**config.mk**
```make
export PLATFORM = sky130hd
export DESIGN_NAME = modbus_rtu_response_decoder_flat
export DESIGN_NICKNAME = d
export VERILOG_FILES = /design/src/design/mrd_pkg.sv /design/src/design/mrd_req_if.sv /design/src/design/mrd_rsp_if.sv /design/src/design/modbus_rtu_response_decoder.sv /design/src/design/mrd_frame_state.sv /design/src/design/mrd_frame_check.sv /design/src/flat_wrapper.sv
export SDC_FILE = /design/constraint.sdc
export NUM_CORES = 1
export LEC_CHECK = 0
export BUFFER_PORTS_ARGS = -buffer_cell sky130_fd_sc_hd__buf_2
export CORE_AREA = 2 2 161 163
export DETAILED_ROUTE_END_ITERATION = 8
export DIE_AREA = 0 0 163 165
export PLACE_DENSITY_LB_ADDON = 0.25
export SETUP_SLACK_MARGIN = 0.05
export SLEW_MARGIN = 5
export SYNTH_ARGS = -nofsm -noshare
export SYNTH_HDL_FRONTEND = slang
export SYNTH_SLANG_ARGS = --single-unit
```
**constraint.sdc**
```tcl
create_clock -name clock -period 8.25 [get_ports clock]
set_input_delay 1.2375 -clock clock [delete_from_list [all_inputs] [get_ports clock]]
set_output_delay 1.2375 -clock clock [all_outputs]
set_load 0.05 [all_outputs]
```
**src/design/mrd_pkg.sv**
```systemverilog
package mrd_pkg;

   // Result status codes, in checking order
   typedef enum logic [2:0] {
      STATUS_OK          = 3'd0,
      STATUS_SHORT       = 3'd1,
      STATUS_EXCEPTION   = 3'd2,
      STATUS_WRONG_FUNC  = 3'd3,
      STATUS_INCOMPLETE  = 3'd4,
      STATUS_CRC_ERROR   = 3'd5,
      STATUS_FEW_DATA    = 3'd6
   } status_type;

   // Value type register codes
   localparam logic [1:0] VTYPE_U16 = 2'd0;
   localparam logic [1:0] VTYPE_S16 = 2'd1;
   localparam logic [1:0] VTYPE_U32 = 2'd2;
   localparam logic [1:0] VTYPE_F32 = 2'd3;

   // Register indexes
   localparam logic [1:0] CSR_EXPECTED_FUNCTION = 2'd0;
   localparam logic [1:0] CSR_VALUE_TYPE        = 2'd1;
   localparam logic [1:0] CSR_LITTLE_ENDIAN     = 2'd2;
   localparam logic [1:0] CSR_SWAP_WORDS        = 2'd3;

   // Frame layout and CRC constants
   localparam logic [15:0] CRC_SEED        = 16'hFFFF;
   localparam logic [15:0] CRC_POLY        = 16'hA001;
   localparam logic [7:0]  EXCEPTION_FLAG  = 8'h80;
   localparam int          MIN_FRAME_BYTES = 5;
   localparam int          HEADER_BYTES    = 3;
   localparam logic [7:0]  RESET_FUNCTION  = 8'd3;

   // Configuration registers
   typedef struct packed {
      logic [7:0] expected_function;
      logic [1:0] value_type;
      logic       little_endian_bytes;
      logic       swap_words;
   } config_type;

   // Frame summary after the current byte is folded in
   typedef struct packed {
      logic [7:0]  function_byte;
      logic [7:0]  count_byte;
      logic [31:0] data_head;
      logic [15:0] running_crc;
      logic [15:0] received_crc;
      logic        short_frame;
      logic        incomplete;
   } frame_info_type;

   // One byte of reflected CRC-16, unrolled over the eight bits
   function automatic logic [15:0] crc_byte(input logic [15:0] crc, input logic [7:0] data);
      logic [15:0] c;
      c = crc ^ {8'h00, data};
      for (int i = 0; i < 8; i++) begin
         c = c[0] ? ((c >> 1) ^ CRC_POLY) : (c >> 1);
      end
      return c;
   endfunction

   function automatic logic [15:0] swap16(input logic [15:0] w);
      return {w[7:0], w[15:8]};
   endfunction

endpackage

```
**src/design/mrd_req_if.sv**
```systemverilog
interface mrd_req_if;
   logic       valid;
   logic       ready;
   logic [7:0] frame_byte;
   logic       frame_end;

   modport source (output valid, output frame_byte, output frame_end, input ready);
   modport sink (input valid, input frame_byte, input frame_end, output ready);
endinterface

```
**src/design/mrd_rsp_if.sv**
```systemverilog
interface mrd_rsp_if;
   logic                valid;
   logic                ready;
   mrd_pkg::status_type status;
   logic [31:0]         value_bits;
   logic [7:0]          detail_byte;

   modport source (output valid, output status, output value_bits, output detail_byte,
                   input ready);
   modport sink (input valid, input status, input value_bits, input detail_byte,
                 output ready);
endinterface

```
**src/design/modbus_rtu_response_decoder.sv**
```systemverilog
// Modbus RTU read-response decoder. Frame bytes enter one per transaction
// on req, with frame_end set on the last byte; the block sustains one byte
// per clock unless an end byte is held back by an untaken result. A byte
// sits in an input register, then the CRC-16 update, field capture and, on
// the end byte, all frame checks happen in one pass into the result
// register, so a frame's result reaches rsp from the result register once
// its end byte moves on from the input register. Bytes wait on rsp
// only behind an end byte: an end byte holds the input register while the
// previous result is still untaken, and req stays stalled until it moves.
// Configuration writes on csr_ are meant for idle periods between frames.
module modbus_rtu_response_decoder #(
   parameter int POSITION_BITS = 9
) (
   input  logic       clock,
   input  logic       reset,
   mrd_req_if.sink    req,
   mrd_rsp_if.source  rsp,
   input  logic       csr_write_enable,
   input  logic [1:0] csr_index,
   input  logic [7:0] csr_write_data
);

   mrd_pkg::config_type     cfg_ff;
   mrd_pkg::frame_info_type info;
   mrd_pkg::status_type     status_in;
   mrd_pkg::status_type     status_ff;
   logic [31:0]             value_in, value_ff;
   logic [7:0]              detail_in, detail_ff;
   logic                    in_valid_ff;
   logic [7:0]              in_byte_ff;
   logic                    in_end_ff;
   logic                    rsp_valid_ff;
   logic                    advance;

   // Configuration registers
   always_ff @(posedge clock) begin
      if (reset) begin
         cfg_ff.expected_function   <= mrd_pkg::RESET_FUNCTION;
         cfg_ff.value_type          <= mrd_pkg::VTYPE_U16;
         cfg_ff.little_endian_bytes <= 1'b0;
         cfg_ff.swap_words          <= 1'b0;
      end else if (csr_write_enable) begin
         unique case (csr_index)
            mrd_pkg::CSR_EXPECTED_FUNCTION: cfg_ff.expected_function <= csr_write_data;
            mrd_pkg::CSR_VALUE_TYPE:        cfg_ff.value_type <= csr_write_data[1:0];
            mrd_pkg::CSR_LITTLE_ENDIAN:     cfg_ff.little_endian_bytes <= csr_write_data[0];
            mrd_pkg::CSR_SWAP_WORDS:        cfg_ff.swap_words <= csr_write_data[0];
         endcase
      end
   end

   // Stage advances unless an end byte would overwrite an untaken result
   assign advance   = in_valid_ff && (!in_end_ff || !rsp_valid_ff || rsp.ready);
   assign req.ready = !in_valid_ff || advance;

   // Input register
   always_ff @(posedge clock) begin
      if (reset) begin
         in_valid_ff <= 1'b0;
      end else if (req.ready) begin
         in_valid_ff <= req.valid;
      end
   end

   always_ff @(posedge clock) begin
      if (req.ready && req.valid) begin
         in_byte_ff <= req.frame_byte;
         in_end_ff  <= req.frame_end;
      end
   end

   mrd_frame_state #(
      .POSITION_BITS (POSITION_BITS)
   ) u_frame_state (
      .clock      (clock),
      .reset      (reset),
      .advance    (advance),
      .frame_byte (in_byte_ff),
      .frame_end  (in_end_ff),
      .info       (info)
   );

   mrd_frame_check u_frame_check (
      .info        (info),
      .cfg         (cfg_ff),
      .status      (status_in),
      .value_bits  (value_in),
      .detail_byte (detail_in)
   );

   // Result register
   always_ff @(posedge clock) begin
      if (reset) begin
         rsp_valid_ff <= 1'b0;
      end else if (advance && in_end_ff) begin
         rsp_valid_ff <= 1'b1;
      end else if (rsp.ready) begin
         rsp_valid_ff <= 1'b0;
      end
   end

   always_ff @(posedge clock) begin
      if (advance && in_end_ff) begin
         status_ff <= status_in;
         value_ff  <= value_in;
         detail_ff <= detail_in;
      end
   end

   assign rsp.valid       = rsp_valid_ff;
   assign rsp.status      = status_ff;
   assign rsp.value_bits  = value_ff;
   assign rsp.detail_byte = detail_ff;

endmodule

```
**src/design/mrd_frame_state.sv**
```systemverilog
module mrd_frame_state #(
   parameter int POSITION_BITS = 9
) (
   input  logic                    clock,
   input  logic                    reset,
   input  logic                    advance,
   input  logic [7:0]              frame_byte,
   input  logic                    frame_end,
   output mrd_pkg::frame_info_type info
);

   localparam int LB = POSITION_BITS + 1;

   logic [POSITION_BITS-1:0] pos_ff, pos_in;
   logic [15:0]              crc_ff, crc_in;
   logic [7:0]               function_ff, function_in;
   logic [7:0]               count_ff, count_in;
   logic [31:0]              head_ff, head_in;
   logic [15:0]              rx_crc_ff, rx_crc_in;
   logic [POSITION_BITS-1:0] crc_end;
   logic [LB-1:0]            length;

   // Header and data capture by position
   always_comb begin
      function_in = function_ff;
      count_in    = count_ff;
      head_in     = head_ff;
      if (pos_ff == POSITION_BITS'(1)) begin
         function_in = frame_byte;
      end else if (pos_ff == POSITION_BITS'(2)) begin
         count_in = frame_byte;
      end
      if (pos_ff == POSITION_BITS'(3)) begin
         head_in[31:24] = frame_byte;
      end else if (pos_ff == POSITION_BITS'(4)) begin
         head_in[23:16] = frame_byte;
      end else if (pos_ff == POSITION_BITS'(5)) begin
         head_in[15:8] = frame_byte;
      end else if (pos_ff == POSITION_BITS'(6)) begin
         head_in[7:0] = frame_byte;
      end
   end

   // CRC over header and data, then capture of the trailing CRC bytes
   always_comb begin
      crc_end   = POSITION_BITS'(count_in) + POSITION_BITS'(mrd_pkg::HEADER_BYTES);
      crc_in    = crc_ff;
      rx_crc_in = rx_crc_ff;
      priority if (pos_ff < crc_end) begin
         crc_in = mrd_pkg::crc_byte(crc_ff, frame_byte);
      end else if (pos_ff == crc_end) begin
         rx_crc_in[7:0] = frame_byte;
      end else if (pos_ff == crc_end + POSITION_BITS'(1)) begin
         rx_crc_in[15:8] = frame_byte;
      end else begin
         // bytes after the received CRC are ignored
         crc_in = crc_ff;
      end
   end

   // Saturating position count
   assign pos_in = (&pos_ff) ? pos_ff : pos_ff + POSITION_BITS'(1);
   assign length = {1'b0, pos_ff} + LB'(1);

   always_comb begin
      info.function_byte = function_in;
      info.count_byte    = count_in;
      info.data_head     = head_in;
      info.running_crc   = crc_in;
      info.received_crc  = rx_crc_in;
      info.short_frame   = length < LB'(mrd_pkg::MIN_FRAME_BYTES);
      info.incomplete    = length < (LB'(count_in) + LB'(mrd_pkg::MIN_FRAME_BYTES));
   end

   // Frame state returns to reset after the end byte
   always_ff @(posedge clock) begin
      if (reset || (advance && frame_end)) begin
         pos_ff      <= '0;
         crc_ff      <= mrd_pkg::CRC_SEED;
         function_ff <= '0;
         count_ff    <= '0;
         head_ff     <= '0;
         rx_crc_ff   <= '0;
      end else if (advance) begin
         pos_ff      <= pos_in;
         crc_ff      <= crc_in;
         function_ff <= function_in;
         count_ff    <= count_in;
         head_ff     <= head_in;
         rx_crc_ff   <= rx_crc_in;
      end
   end

endmodule

```
**src/design/mrd_frame_check.sv**
```systemverilog
module mrd_frame_check (
   input  mrd_pkg::frame_info_type info,
   input  mrd_pkg::config_type     cfg,
   output mrd_pkg::status_type     status,
   output logic [31:0]             value_bits,
   output logic [7:0]              detail_byte
);

   logic        is_16bit;
   logic [15:0] hi_word, lo_word, hi_sel, lo_sel, w16;

   // Byte and word reordering
   always_comb begin
      hi_word  = info.data_head[31:16];
      lo_word  = info.data_head[15:0];
      is_16bit = (cfg.value_type == mrd_pkg::VTYPE_U16) ||
                 (cfg.value_type == mrd_pkg::VTYPE_S16);
      w16      = cfg.little_endian_bytes ? mrd_pkg::swap16(hi_word) : hi_word;
      hi_sel   = cfg.swap_words ? lo_word : hi_word;
      lo_sel   = cfg.swap_words ? hi_word : lo_word;
      if (cfg.little_endian_bytes) begin
         hi_sel = mrd_pkg::swap16(hi_sel);
         lo_sel = mrd_pkg::swap16(lo_sel);
      end
   end

   // Checks in priority order
   always_comb begin
      status      = mrd_pkg::STATUS_OK;
      value_bits  = '0;
      detail_byte = '0;
      priority if (info.short_frame) begin
         status = mrd_pkg::STATUS_SHORT;
      end else if ((info.function_byte & mrd_pkg::EXCEPTION_FLAG) != 8'd0) begin
         status      = mrd_pkg::STATUS_EXCEPTION;
         detail_byte = info.count_byte;
      end else if (info.function_byte != cfg.expected_function) begin
         status      = mrd_pkg::STATUS_WRONG_FUNC;
         detail_byte = info.function_byte;
      end else if (info.incomplete) begin
         status = mrd_pkg::STATUS_INCOMPLETE;
      end else if (info.running_crc != info.received_crc) begin
         status = mrd_pkg::STATUS_CRC_ERROR;
      end else if (is_16bit) begin
         if (info.count_byte < 8'd2) begin
            status      = mrd_pkg::STATUS_FEW_DATA;
            detail_byte = info.count_byte;
         end else if (cfg.value_type == mrd_pkg::VTYPE_S16) begin
            value_bits = {{16{w16[15]}}, w16};
         end else begin
            value_bits = {16'h0000, w16};
         end
      end else begin
         if (info.count_byte < 8'd4) begin
            status      = mrd_pkg::STATUS_FEW_DATA;
            detail_byte = info.count_byte;
         end else begin
            value_bits = {hi_sel, lo_sel};
         end
      end
   end

endmodule
```
**src/flat_wrapper.sv**
```systemverilog
// flat-port wrapper written by rule: the top's interface ports become plain ports
module modbus_rtu_response_decoder_flat 
#(
   parameter int POSITION_BITS = 9
)
  (clock, reset, csr_write_enable, csr_index, csr_write_data, req_valid, req_frame_byte, req_frame_end, req_ready, rsp_valid, rsp_status, rsp_value_bits, rsp_detail_byte, rsp_ready);
  mrd_req_if req_i ();
  mrd_rsp_if rsp_i ();
  input  logic clock;
  input  logic reset;
  input  logic csr_write_enable;
  input  logic [1:0] csr_index;
  input  logic [7:0] csr_write_data;
  input wire logic [$bits(req_i.valid)-1:0] req_valid;
  input wire logic [$bits(req_i.frame_byte)-1:0] req_frame_byte;
  input wire logic [$bits(req_i.frame_end)-1:0] req_frame_end;
  output wire logic [$bits(req_i.ready)-1:0] req_ready;
  output wire logic [$bits(rsp_i.valid)-1:0] rsp_valid;
  output wire logic [$bits(rsp_i.status)-1:0] rsp_status;
  output wire logic [$bits(rsp_i.value_bits)-1:0] rsp_value_bits;
  output wire logic [$bits(rsp_i.detail_byte)-1:0] rsp_detail_byte;
  input wire logic [$bits(rsp_i.ready)-1:0] rsp_ready;
  assign req_i.valid = req_valid;
  assign req_i.frame_byte = req_frame_byte;
  assign req_i.frame_end = req_frame_end;
  assign req_ready = req_i.ready;
  assign rsp_valid = rsp_i.valid;
  assign rsp_status = rsp_i.status;
  assign rsp_value_bits = rsp_i.value_bits;
  assign rsp_detail_byte = rsp_i.detail_byte;
  assign rsp_i.ready = rsp_ready;
  modbus_rtu_response_decoder #(.POSITION_BITS(POSITION_BITS)) u_core (.clock(clock), .reset(reset), .req(req_i), .rsp(rsp_i), .csr_write_enable(csr_write_enable), .csr_index(csr_index), .csr_write_data(csr_write_data));
endmodule
```
# Word-level counts from Yosys, hierarchy flattened
# Cells that the tools add are included.
[totals]
regBits = 155
inputBits = 24
elab_cells = 122
[classes]
addsub = 5
order_cmp = 5
n_eq_ne = 14
n_mux = 48
bitwise_logic = 10
n_reduce_logical = 22
[op_table]
columns = ["cell", "count"]
rows = [
  ["$mux 16", 16],
  ["$mux 8", 18],
  ["$mux 32", 4],
  ["$eq 9x3->1 const B", 3],
  ["$mux 24", 1],
  ["$not 2->3", 8],
  ["$add 9x1->9 const B", 2],
  ["$eq 9x2->1 const B", 2],
  ["$eq 9x9->1", 2],
  ["$ne 16x16->1", 1],
  ["$xor 16x8->16", 1],
  ["$mux 3", 5],
  ["$add 9x1->10 const B", 1],
  ["$lt 10x3->1 const B", 1],
  ["$lt 10x9->1", 1],
  ["$reduce_and 2->1", 5],
  ["$add 8x2->9 const B", 1],
  ["$add 8x3->9 const B", 1],
  ["$eq 9x1->1 const B", 1],
  ["$lt 9x9->1", 1],
  ["$reduce_and 9->1", 1],
  ["$lt 8x2->1 const B", 1],
  ["$lt 8x3->1 const B", 1],
  ["$ne 8x8->1", 1],
  ["12 further kinds", 25],
]

# Longest topological paths before layout
# Gate-level depths: netlist of the first run.
[logic_depth]
word_depth = 23
ltp_mapped = 27
ltp_nobuf = 24

# Cells and area by module
# From an unflattened synthesis of the first run, not the netlist that was laid out.
[unflattened]
hier_cells = 1019
area_unflattened_um2 = 10068.4
[by_module_without_submodules]
columns = ["module", "instances", "cells_per_inst", "area_each_um2", "seq_area_each_um2"]
rows = [
  ["mrd_frame_state", 1, 690, 6007.0, 1781.7],
  ["modbus_rtu_response_decoder", 1, 117, 2200.9, 1841.8],
  ["mrd_frame_check", 1, 212, 1860.5, 0.0],
]

# Least setup slack after synthesis of the first run
# No wires, ideal clock.
[synth_timing]
kind = "register -> register"
from = "reg u_core.u_frame_state.pos_ff[1]"
to = "reg u_core.value_ff[10], in the netlist u_core.rsp.value_bits[10], data pin"
setup_ns = 0.137
t_arrival_ns = 6.078
path_slack_ns = 2.035
path_stages_with_launch = 24
n_path_buf = 4
path_cell_list = "dfxtp_1 inv_1 ha_1 or3b_1 clkbuf_1 nor3_4 buf_2 mux2i_1 ha_1 and2b_1 o31ai_1 ha_1 a211o_1 o221ai_1 a21oi_1 o21a_1 or4b_2 nor4_1 mux2i_1 nor4b_2 nand4bb_1 buf_6 buf_12 nor2_4"
[synth_between]
elab_chain_cells = 11
elab_cells_between_ends = 42
[synth_lines]
columns = ["item", "line_no", "source"]
rows = [
  ["start, declared", "mrd_frame_state.sv:14", "logic [POSITION_BITS-1:0] pos_ff, pos_in;"],
  ["start signal, assigned", "mrd_frame_state.sv:85", "pos_ff <= pos_in;"],
  ["$eq 9x2->1", "mrd_frame_state.sv:30", "end else if (pos_ff == POSITION_BITS'(2)) begin"],
  ["$mux 8", "mrd_frame_state.sv:30", ""],
  ["$mux 8", "mrd_frame_state.sv:28", "if (pos_ff == POSITION_BITS'(1)) begin"],
  ["$add 8x2->9", "mrd_frame_state.sv:46", "crc_end = POSITION_BITS'(count_in) + POSITION_BITS'(mrd_pkg::HEADER_BYTES);"],
  ["$add 9x1->9", "mrd_frame_state.sv:53", "end else if (pos_ff == crc_end + POSITION_BITS'(1)) begin"],
  ["$eq 9x9->1", "mrd_frame_state.sv:53", ""],
  ["$mux 8", "mrd_frame_state.sv:53", ""],
  ["$mux 8", "mrd_frame_state.sv:51", "end else if (pos_ff == crc_end) begin"],
  ["$mux 16", "mrd_frame_state.sv:49", "priority if (pos_ff < crc_end) begin"],
  ["$ne 16x16->1", "mrd_frame_check.sv:42", "end else if (info.running_crc != info.received_crc) begin"],
  ["$reduce_or 5->1 (no source line)", "n/a", ""],
  ["end signal, assigned", "modbus_rtu_response_decoder.sv:105", "value_ff <= value_in;"],
  ["end, declared", "modbus_rtu_response_decoder.sv:27", "logic [31:0] value_in, value_ff;"],
]
# Parallel ways exist; a longest one is shown, timed or not.
# A chain may end at the register's enable or synchronous reset.

==> results of run 1 <==
==> where the power goes <==
part / internal, mW / total (mW) / switching (mW)
combinational: 0.136 / 0.353 / 0.217
clock: 0.408 / 0.798 / 0.390
sequential: 0.806 / 0.829 / 0.0225
==> area by class of cell <==
| cell class | instances | area, sq um |
|---|---|---|
| tap | 330 | 413 |
| multi-input combinational | 894 | 6220 |
| sequential | 155 | 3630 |
| timing repair buffer | 90 | 518 |
| fill | 2479 | 13600 |
| inverter | 22 | 82.6 |
| clock buffer | 17 | 425 |
| clock inverter | 15 | 178 |
==> registers in the layout, summed over array words and instances, names as in the netlist, 8 cells and up <==
signal                            cells
u_core.in_byte_ff                     8
u_core.rsp.value_bits                32
u_core.u_frame_state.count_ff         8
u_core.u_frame_state.crc_ff          16
u_core.cfg_ff                        12
u_core.u_frame_state.pos_ff           9
u_core.u_frame_state.function_ff      8
u_core.rsp.detail_byte                8
u_core.u_frame_state.rx_crc_ff       16
u_core.u_frame_state.head_ff         32
==> layout by cell type, fill, tap and decap left out, types with 5 or more instances in the layout <==
cell       Yosys  routed
inv_1         20      20
nor2_4        30      30
nand2_1       98      98
dfxtp_1      103     101
xnor2_1       48      48
and2_1         5       5
nor2b_1        7       7
ha_1          29      29
o22a_1        11      11
nand4_1        9       9
mux2_2        25      25
nor2_1       116     116
nand2b_1       8       8
o211ai_1      22      22
o21ai_0       60      60
mux2i_1      106     106
o22ai_1        6       6
xor2_1        34      34
and3_1         7       6
or3_1          7       7
a211oi_1      20      20
nor4_1         8       8
nor3_1        24      23
a21o_1         6       6
inv_8          0       5
buf_2          6      68
o21a_1         7       7
clkbuf_16      0      17
nor3b_1        5       5
a21oi_1       99      99
clkinv_8       0       5
edfxtp_1      52      52
buf_4          4      21
nand3_1       26      26
==> worst min-delay path, cell delays in order, from the launching register on <==
cell and delay, ns:
dfxtp_1 0.31, nand2_1 0.05, a21oi_1 0.05
==> how the worst max path moves through the flow <==
stage / startpoint / to / slack (ns) / cells past startpoint
global route: u_core.u_frame_state.pos_ff[1] / u_core.rsp.value_bits[31] / 0.22 / 23
floorplan: u_core.u_frame_state.pos_ff[1] / u_core.rsp.value_bits[10] / 2.03 / 23
CTS: u_core.u_frame_state.pos_ff[1] / u_core.rsp.value_bits[31] / 0.80 / 23
finish: u_core.u_frame_state.pos_ff[1] / u_core.rsp.value_bits[31] / 0.71 / 23
detailed placement: u_core.u_frame_state.pos_ff[1] / u_core.rsp.value_bits[26] / 0.87 / 23
global placement: u_core.u_frame_state.pos_ff[1] / u_core.rsp.value_bits[23] / 1.09 / 22
==> kinds of logic (layout without fill, tap and decap cells) <==
logic type	count (synthesis)	in the layout	share of synthesized area, %
buffers and inverters	109	144	5.38
adders and majority gates	29	29	3.50
and+or+nand+nor	375	375	19.1
AOI/OAI and AO/OA	273	273	16.5
DFF	155	155	34.9
xor gates and xnor gates	84	84	7.36
muxes	133	133	13.3
==> layer usage <==
metal / share of wire (%) / global-route usage, % / routed length (microns)
met4: 2.2 / 6.92 / 633
met3: 6.8 / 3.74 / 1950
met2: 43 / 32.0 / 12300
met1: 48 / 32.0 / 13600
met5: 0 / 0 / 0
==> per-stage QoR <==
stage,hold slack [ns],instances,total power [mW]
after floorplan,0.436,1158,1.10
after global placement,0.442,1491,1.19
after detailed placement,0.449,1491,1.19
after CTS,0.458,1523,1.99
after global routing,0.472,1523,2.06
final,0.457,1523,1.98
==> impl_metrics.ini, run 1 <==
[outcome]
status = finished clean

[placed_design]
post-place-ws_ns = 0.870
postPlaceCellArea_sq_um = 10900
io_buffer_count = 68
dp_hpwl_microns = 20000
gp_congestion = 0.918

[power_and_ir_drop]
p_leak_nw = 4.16
irDropWorstVdd_mv = 0.125
power_density_nw_per_um2 = 173

[finish]
n_antenna_cell = 0
layout-drive-gt1-share_pct = 17.3
stdcell_area_sq_um = 11500
fin_util_pct = 45.8
nets = 1233
syn_to_final_growth_pct = 10.5

[setup_path]
ff2ff_path_depth = 23
reg2reg_to = u_core.rsp.value_bits[31]
critPathMostFrequentCell = ha_1
critPathLaunchType = flip-flop
path_buf_inv = 4
slowest_delay_ns = 0.62
crit_type = flip-flop to flip-flop
required_ns = 8.55
crit_arrival_ns = 7.85
critical-path-top-delay-family = simple AND/OR/NAND/NOR gates
regToRegSetupSlack_ns = 0.71
crit_slowest_cell = mux2i_1
end_kind = flip-flop
crit_path_cell_trace = inv_1 -> ha_1 -> or3b_1 -> nor3_4 -> buf_4 -> mux2i_1 -> inv_1 -> ha_1 -> and2b_1 -> o31ai_1 -> ha_1 -> nand2_1 -> a211oi_1 -> o221ai_1 -> a221oi_1 -> o211ai_1 -> nor4_2 -> o21a_1 -> mux2_4 -> nor4b_2 -> nand4bb_4 -> buf_12 -> nor2_4
worstReg2RegStart = u_core.u_frame_state.pos_ff[1]
worstPathMaxFanout = 22

[logic_synthesis]
ys_types = 85
async_flop_share_pct = 0
synth_top_area_share_pct = 19.9
ys_warn_count = 0
syn_inst = 1158
synth.avg_cell_area_sq_um = 8.96
synth_commonest_cells = nor2_1 (116), mux2i_1 (106), dfxtp_1 (103)
synth_area_leaders = dfxtp_1 (20%), edfxtp_1 (15%), mux2i_1 (10%), a21oi_1 (4.8%), nor2_1 (4.2%)
syn_area_sq_um = 10400
syn-num-nets = 1211
synth_top_area_cell = dfxtp_1
ys_ff_latch = 155
synth_edf_count = 52
synth_ff_type = dfxtp_1
yosysSeqAreaShare_pct = 34.9
yosysMostFrequentCell = nor2_1

[clock_network]
numCtsBuffers = 17
ctsHoldBuffers = 0
root_buffer = clkbuf_16
clk_latency_ns = 0.44
path_clk_slew_ns = 0.07
cts.sink_count = 155
cts_tree = done
htreeDepth = 4
cts_resized = 0
cts_setup_buffers = 0
cts.path.max_buffers = 2

[sta]
final_max_slew_viol_count = 0
tns_ns = 0
period_minus_slack_ns = 7.54
timing.fmax_mhz = 133
setup-violations-final = 0
rsz0062_at_grt = no
worstMarginPinSlew_ns = 1.12
finClkSkew_ns = 0.0146
fin_crit_sh_pct = 91.5
hold_viol = 0
fin_ws_ns = 0.705
slew_headroom_pct = 25.0

[floorplan]
initial_utilization_pct = 41.4
die_h_microns = 165
ios = 69
row_count = 58
dieArea_sq_um = 26900
core_area_sq_um = 25000
die_w_microns = 163

[detailed_routing]
wl_per_cell_microns = 18.7
postRouteAntennaNets = 0
wl_microns = 28500
drt_iter0_markers = 830
dr.pass1.iters = 5
vias = 8744
viasPerCell = 5.74
drc = 0

[global_route]
track_usage_pct = 21.7
antenna_found_initial = 0
overflow = 0
grt_start_max_net_pins = 61
first_global_vias = 7957
grt_pass1_wl_microns = 45400

[hold_path]
hold_class = flip-flop to flip-flop
whs_path_depth = 2
hold_end = u_core.u_frame_state.head_ff[12]
hold_start = u_core.u_frame_state.head_ff[12]

[job]
maxCapViolCount = 0
Note: power is estimated with default switching activity, not from simulation.
==> inputs of run 2 (changes only) <==
--- a/config.mk
+++ b/config.mk
@@ -5,10 +5,11 @@
 export SDC_FILE = /design/constraint.sdc
 export NUM_CORES = 1
 export LEC_CHECK = 0
+export ABC_AREA = 1
 export BUFFER_PORTS_ARGS = -buffer_cell sky130_fd_sc_hd__buf_2
-export CORE_AREA = 2 2 161 163
+export CORE_AREA = 2 2 155 157
 export DETAILED_ROUTE_END_ITERATION = 8
-export DIE_AREA = 0 0 163 165
+export DIE_AREA = 0 0 157 159
 export PLACE_DENSITY_LB_ADDON = 0.25
 export SETUP_SLACK_MARGIN = 0.05
 export SLEW_MARGIN = 5
==> impl_metrics.ini, run 2 <==
[outcome]
status = finished clean

[setup_path]
crit_slowest_cell = nand3_2
crit_type = flip-flop to flip-flop
crit_arrival_ns = 6.95
slowest_delay_ns = 0.66
end_kind = flip-flop
critPathLaunchType = flip-flop
worstPathMaxFanout = 32
critPathMostFrequentCell = nand2_1
required_ns = 8.51

[logic_synthesis]
yosysMostFrequentCell = nand2_1
yosysSeqAreaShare_pct = 37.5
ys_ff_latch = 155
synth_commonest_cells = nand2_1 (220), o21ai_0 (204), nor2_1 (190)
synth.avg_cell_area_sq_um = 7.04
syn_area_sq_um = 9660
async_flop_share_pct = 0
synth_edf_count = 52
syn-num-nets = 1424
synth_ff_type = dfxtp_1
synth_top_area_share_pct = 21.3
synth_top_area_cell = dfxtp_1
ys_types = 43
ys_warn_count = 0
syn_inst = 1371
synth_area_leaders = dfxtp_1 (21%), edfxtp_1 (16%), o21ai_0 (11%), nand2_1 (8.6%), nor2_1 (7.4%)

[detailed_routing]
vias = 8889
dr.pass1.iters = 6
drc = 0
wl_microns = 25500
drt_iter0_markers = 720
wl_per_cell_microns = 14.7
viasPerCell = 5.12
postRouteAntennaNets = 0

[clock_network]
numCtsBuffers = 17
cts_setup_buffers = 0
cts.path.max_buffers = 2
root_buffer = clkbuf_16
cts.sink_count = 155
clk_latency_ns = 0.43
path_clk_slew_ns = 0.07
htreeDepth = 4
ctsHoldBuffers = 0
cts_resized = 0
cts_tree = done

[power_and_ir_drop]
clockPowerShare_pct = 37.3
pwr-share-seq_pct = 39.3
p_int_mw = 1.46
p_sw_mw = 0.729
p_leak_nw = 4.76
sw_frac_of_total_pct = 33.3
irDropWorstVdd_mv = 0.142
power_density_nw_per_um2 = 203
pwr-share-comb_pct = 23.4

[sta]
finClkSkew_ns = 0.0109
slew_headroom_pct = 44.9
fin_crit_sh_pct = 81.2
tns_ns = 0
setup-violations-final = 0
rsz0062_at_grt = no
worstMarginPinSlew_ns = 0.827
final_max_slew_viol_count = 0
period_minus_slack_ns = 6.70
hold_viol = 0
timing.fmax_mhz = 149

[finish]
syn_to_final_growth_pct = 12.0
nets = 1457
layout-drive-gt1-share_pct = 12.9
fin_util_pct = 46.6
mostFrequentLayoutCells = nand2_1 (218), o21ai_0 (204), nor2_1 (190), inv_1 (159), dfxtp_1 (103)
final_common_cell = nand2_1
n_antenna_cell = 0

[global_route]
overflow = 0
use_met2_pct = 33.0
use_met3_pct = 3.76
busiest_layer = met2
grt_start_max_net_pins = 84
first_global_vias = 7968
use_met1_pct = 28.2
antenna_found_initial = 0
grt_pass1_wl_microns = 41000
track_usage_pct = 20.4

[placed_design]
gp_congestion = 0.922
dp_hpwl_microns = 18200
io_buffer_count = 68

[job]
maxCapViolCount = 0

[floorplan]
core_area_sq_um = 23200
ios = 69
die_h_microns = 159
row_count = 56
dieArea_sq_um = 25000
die_w_microns = 157
initial_utilization_pct = 41.6

[hold_path]
hold_class = flip-flop to flip-flop
==> run 2: area by class of cell <==
cell class	instances	area, sq um
Fill cell	2341	12400
Multi-Input combinational cell	980	5130
Sequential cell	155	3620
Inverter	173	652
Clock buffer	20	458
Timing Repair Buffer	77	408
Tap cell	319	399
Clock inverter	12	143
==> run 2: critical path: cells and delay by family, from the launching register on <==
family	cells	cell delay, ns
AND/OR/NAND/NOR	27	4.07
adder cells (fa/ha/maj)	3	0.71
buffers and inverters	6	0.90
AO/OA/AOI/OAI	2	0.45
flip-flops	1	0.38
==> run 2: metal layers <==
metal | part of all wire, % | vias to the layer above
met5 | 0 | -
li1 | - | 4572
met1 | 48 | 4040
met2 | 46 | 245
met3 | 5.4 | 32
met4 | 1.4 | 0
==> run 2: final timing paths <==
path                            slack [ns]  cells past startpoint                             from                               to
worst min register to register        0.48                      2  u_core.u_frame_state.crc_ff[15]  u_core.u_frame_state.crc_ff[15]
worst max register to register        1.55                     38   u_core.u_frame_state.pos_ff[1]        u_core.rsp.value_bits[10]
worst max-delay path                  1.55                     38   u_core.u_frame_state.pos_ff[1]        u_core.rsp.value_bits[10]
worst min-delay path                  0.48                      2  u_core.u_frame_state.crc_ff[15]  u_core.u_frame_state.crc_ff[15]
==> run 2: cells by family (layout without fill, tap and decap cells) <==
group / count (synthesis) / count (layout) / synth area share, %
AO/OA/AOI/OAI: 368 / 368 / 20.9
AND/OR/NAND/NOR: 539 / 539 / 24.5
buffers and inverters: 236 / 282 / 9.41
adder cells (fa/ha/maj): 29 / 29 / 3.76
XOR/XNOR: 44 / 44 / 3.99
flip-flops: 155 / 155 / 37.5
==> run 2: power by group through the flow <==
stage	Sequential, mW	Combinational [mW]	Clock, mW
floorplan	0.895	0.363	0
global placement	0.877	0.498	0
detailed placement	0.878	0.503	0
CTS	0.861	0.507	0.828
global route	0.866	0.574	0.864
finish	0.862	0.512	0.818
==> run 2: through the flow <==
stage / power, mW / setup WS (ns) / area, sq um / hold WS [ns] / instances
global route: 2.30 / 0.879 / 10800 / 0.493 / 1736
finish: 2.19 / 1.55 / 10800 / 0.477 / 1736
detailed placement: 1.38 / 1.69 / 10200 / 0.460 / 1704
CTS: 2.20 / 1.60 / 10800 / 0.475 / 1736
global placement: 1.37 / 1.87 / 10200 / 0.455 / 1704
floorplan: 1.26 / 3.37 / 9660 / 0.439 / 1371
==> inputs of run 3 (changes only) <==
==> constraint.sdc (replaced) <==
create_clock -name clock -period 6.2 [get_ports clock]
set_input_delay 0.93 -clock clock [delete_from_list [all_inputs] [get_ports clock]]
set_output_delay 0.93 -clock clock [all_outputs]
set_load 0.05 [all_outputs]
==> impl_metrics.ini, run 3 (same netlist as run 2, synthesis figures left out) <==
[power_and_ir_drop]
p_leak_nw = 4.82
clockPowerShare_pct = 37.2
power_density_nw_per_um2 = 270
pwr-share-seq_pct = 38.7
pwr-share-comb_pct = 24.1
p_int_mw = 1.96
p_sw_mw = 0.991
irDropWorstVdd_mv = 0.179
sw_frac_of_total_pct = 33.6

[global_route]
overflow = 0
busiest_layer = met2
use_met3_pct = 3.02
first_global_vias = 7980
track_usage_pct = 20.6
antenna_found_initial = 0
grt_pass1_wl_microns = 41200
grt_start_max_net_pins = 84
use_met1_pct = 29.0
use_met2_pct = 32.1

[clock_network]
cts.sink_count = 155
htreeDepth = 4
numCtsBuffers = 17
path_clk_slew_ns = 0.07
cts_tree = done
clk_latency_ns = 0.44
cts.path.max_buffers = 2
root_buffer = clkbuf_16
ctsHoldBuffers = 0

[setup_path]
critPathMostFrequentCell = nand2_1
critPathLaunch = u_core.u_frame_state.pos_ff[1]
regToRegSetupSlack_ns = 0.52
crit_end = u_core.rsp.status[0]
slowest_delay_ns = 0.35
crit_slowest_cell = dfxtp_2
crit_type = flip-flop to flip-flop
worstPathMaxFanout = 16
crit_arrival_ns = 5.85
ff2ff_path_depth = 38
critPathLaunchType = flip-flop
end_kind = flip-flop
required_ns = 6.37
worstReg2RegStart = u_core.u_frame_state.pos_ff[1]
reg2reg_to = u_core.rsp.status[0]

[finish]
n_antenna_cell = 0
final-seq-area_sq_um = 3620
multi_input_area_sq_um = 5150
nets = 1471
mostFrequentLayoutCells = nand2_1 (217), o21ai_0 (204), nor2_1 (189), inv_1 (158), dfxtp_1 (102)
final_common_cell = nand2_1
syn_to_final_growth_pct = 13.5
layout-drive-gt1-share_pct = 14.2
fillCellCount = 2334
stdcell_area_sq_um = 11000

[floorplan]
row_count = 56
dieArea_sq_um = 25000
core_area_sq_um = 23200
ios = 69
initial_utilization_pct = 41.6
die_w_microns = 157
die_h_microns = 159

[sta]
fin_crit_sh_pct = 91.5
setup-violations-final = 0
hold_viol = 0
rsz0062_at_grt = no
finClkSkew_ns = 0.0143
timing.fmax_mhz = 176
tns_ns = 0
slew_headroom_pct = 17.5
final_max_slew_viol_count = 0
period_minus_slack_ns = 5.68
worstMarginPinSlew_ns = 1.24

[detailed_routing]
viasPerCell = 5.13
postRouteAntennaNets = 0
drc = 0
drt_iter0_markers = 681
vias = 8982
wl_microns = 25800
dr.pass1.iters = 5
wl_per_cell_microns = 14.7

[job]
maxCapViolCount = 0

[outcome]
status = finished clean

[placed_design]
io_buffer_count = 68
gp_congestion = 0.928
dp_hpwl_microns = 18300
postPlaceCellArea_sq_um = 10300

[hold_path]
hold_class = flip-flop to flip-flop
==> run 3: cell count changes in the layout (fill, tap and decap cells not counted), sizes merged <==
cell      delta
buf         +13
inv          -7
clkbuf       -1
clkinvlp     +3
clkinv       +6
==> run 3: how the worst min path moves through the flow <==
stage | startpoint | to | depth (start not counted)
2_1_floorplan | u_core.u_frame_state.crc_ff[15] | u_core.u_frame_state.crc_ff[15] | 2
3_3_place_gp | u_core.u_frame_state.crc_ff[15] | u_core.u_frame_state.crc_ff[15] | 2
3_5_place_dp | u_core.u_frame_state.crc_ff[15] | u_core.u_frame_state.crc_ff[15] | 2
4_1_cts | u_core.u_frame_state.crc_ff[15] | u_core.u_frame_state.crc_ff[15] | 2
5_1_grt | u_core.cfg_ff[4] | u_core.cfg_ff[4] | 2
6_report | u_core.u_frame_state.crc_ff[15] | u_core.u_frame_state.crc_ff[15] | 2
==> run 3: metrics by stage <==
step	cells	hold WS, ns	power [mW]	utilization [%]	setup slack, ns
2_1_floorplan	1371	0.439	1.67	-	1.32
3_3_place_gp	1709	0.457	1.84	44.2	0.586
3_5_place_dp	1709	0.459	1.84	44.2	0.388
4_1_cts	1741	0.475	2.94	46.8	0.304
5_1_grt	1750	0.520	3.10	47.3	0.0875
6_report	1750	0.470	2.95	47.3	0.525
==> run 3: critical path: cells and delay by family, from the launching register on <==
| kind | cells | cell delay (ns) |
|---|---|---|
| xor+xnor | 1 | 0.16 |
| buf+inv | 9 | 1.11 |
| simple gates | 22 | 2.71 |
| fa+ha+maj | 3 | 0.67 |
| compound gates | 3 | 0.39 |
| flops | 1 | 0.35 |
==> run 3: repair_timing <==
action / 4_1_cts / 5_1_grt
gates resized for setup: 0 / 10
endpoints found under the hold margin: 0 / 0
setup buffers: 0 / 8
setup endpoints to repair: 0 / 39
==> run 3: layout make-up <==
| class | instances | share of cell area (%) |
|---|---|---|
| Multi-Input combinational cell | 980 | 46.9 |
| Sequential cell | 155 | 33.1 |
| Inverter | 173 | 6.03 |
| Clock buffer | 19 | 4.14 |
| Timing Repair Buffer | 90 | 4.68 |
| Tap cell | 319 | 3.64 |
| Timing Repair inverter | 1 | 0.0457 |
| Clock inverter | 13 | 1.45 |
==> run 3: power by group through the flow <==
stage,Clock (mW),Sequential [mW],Combinational (mW)
6_report,1.10,1.14,0.712
2_1_floorplan,0,1.19,0.483
4_1_cts,1.11,1.14,0.686
3_5_place_dp,0,1.16,0.681
5_1_grt,1.15,1.15,0.800
3_3_place_gp,0,1.16,0.676
==> run 3: layer usage <==
layer  vias up  part of all wire [%]
li1       4611                     -
met1      4104                    48
met2       228                    45
met3        39                   4.7
met4         0                   2.3
met5         -                     0
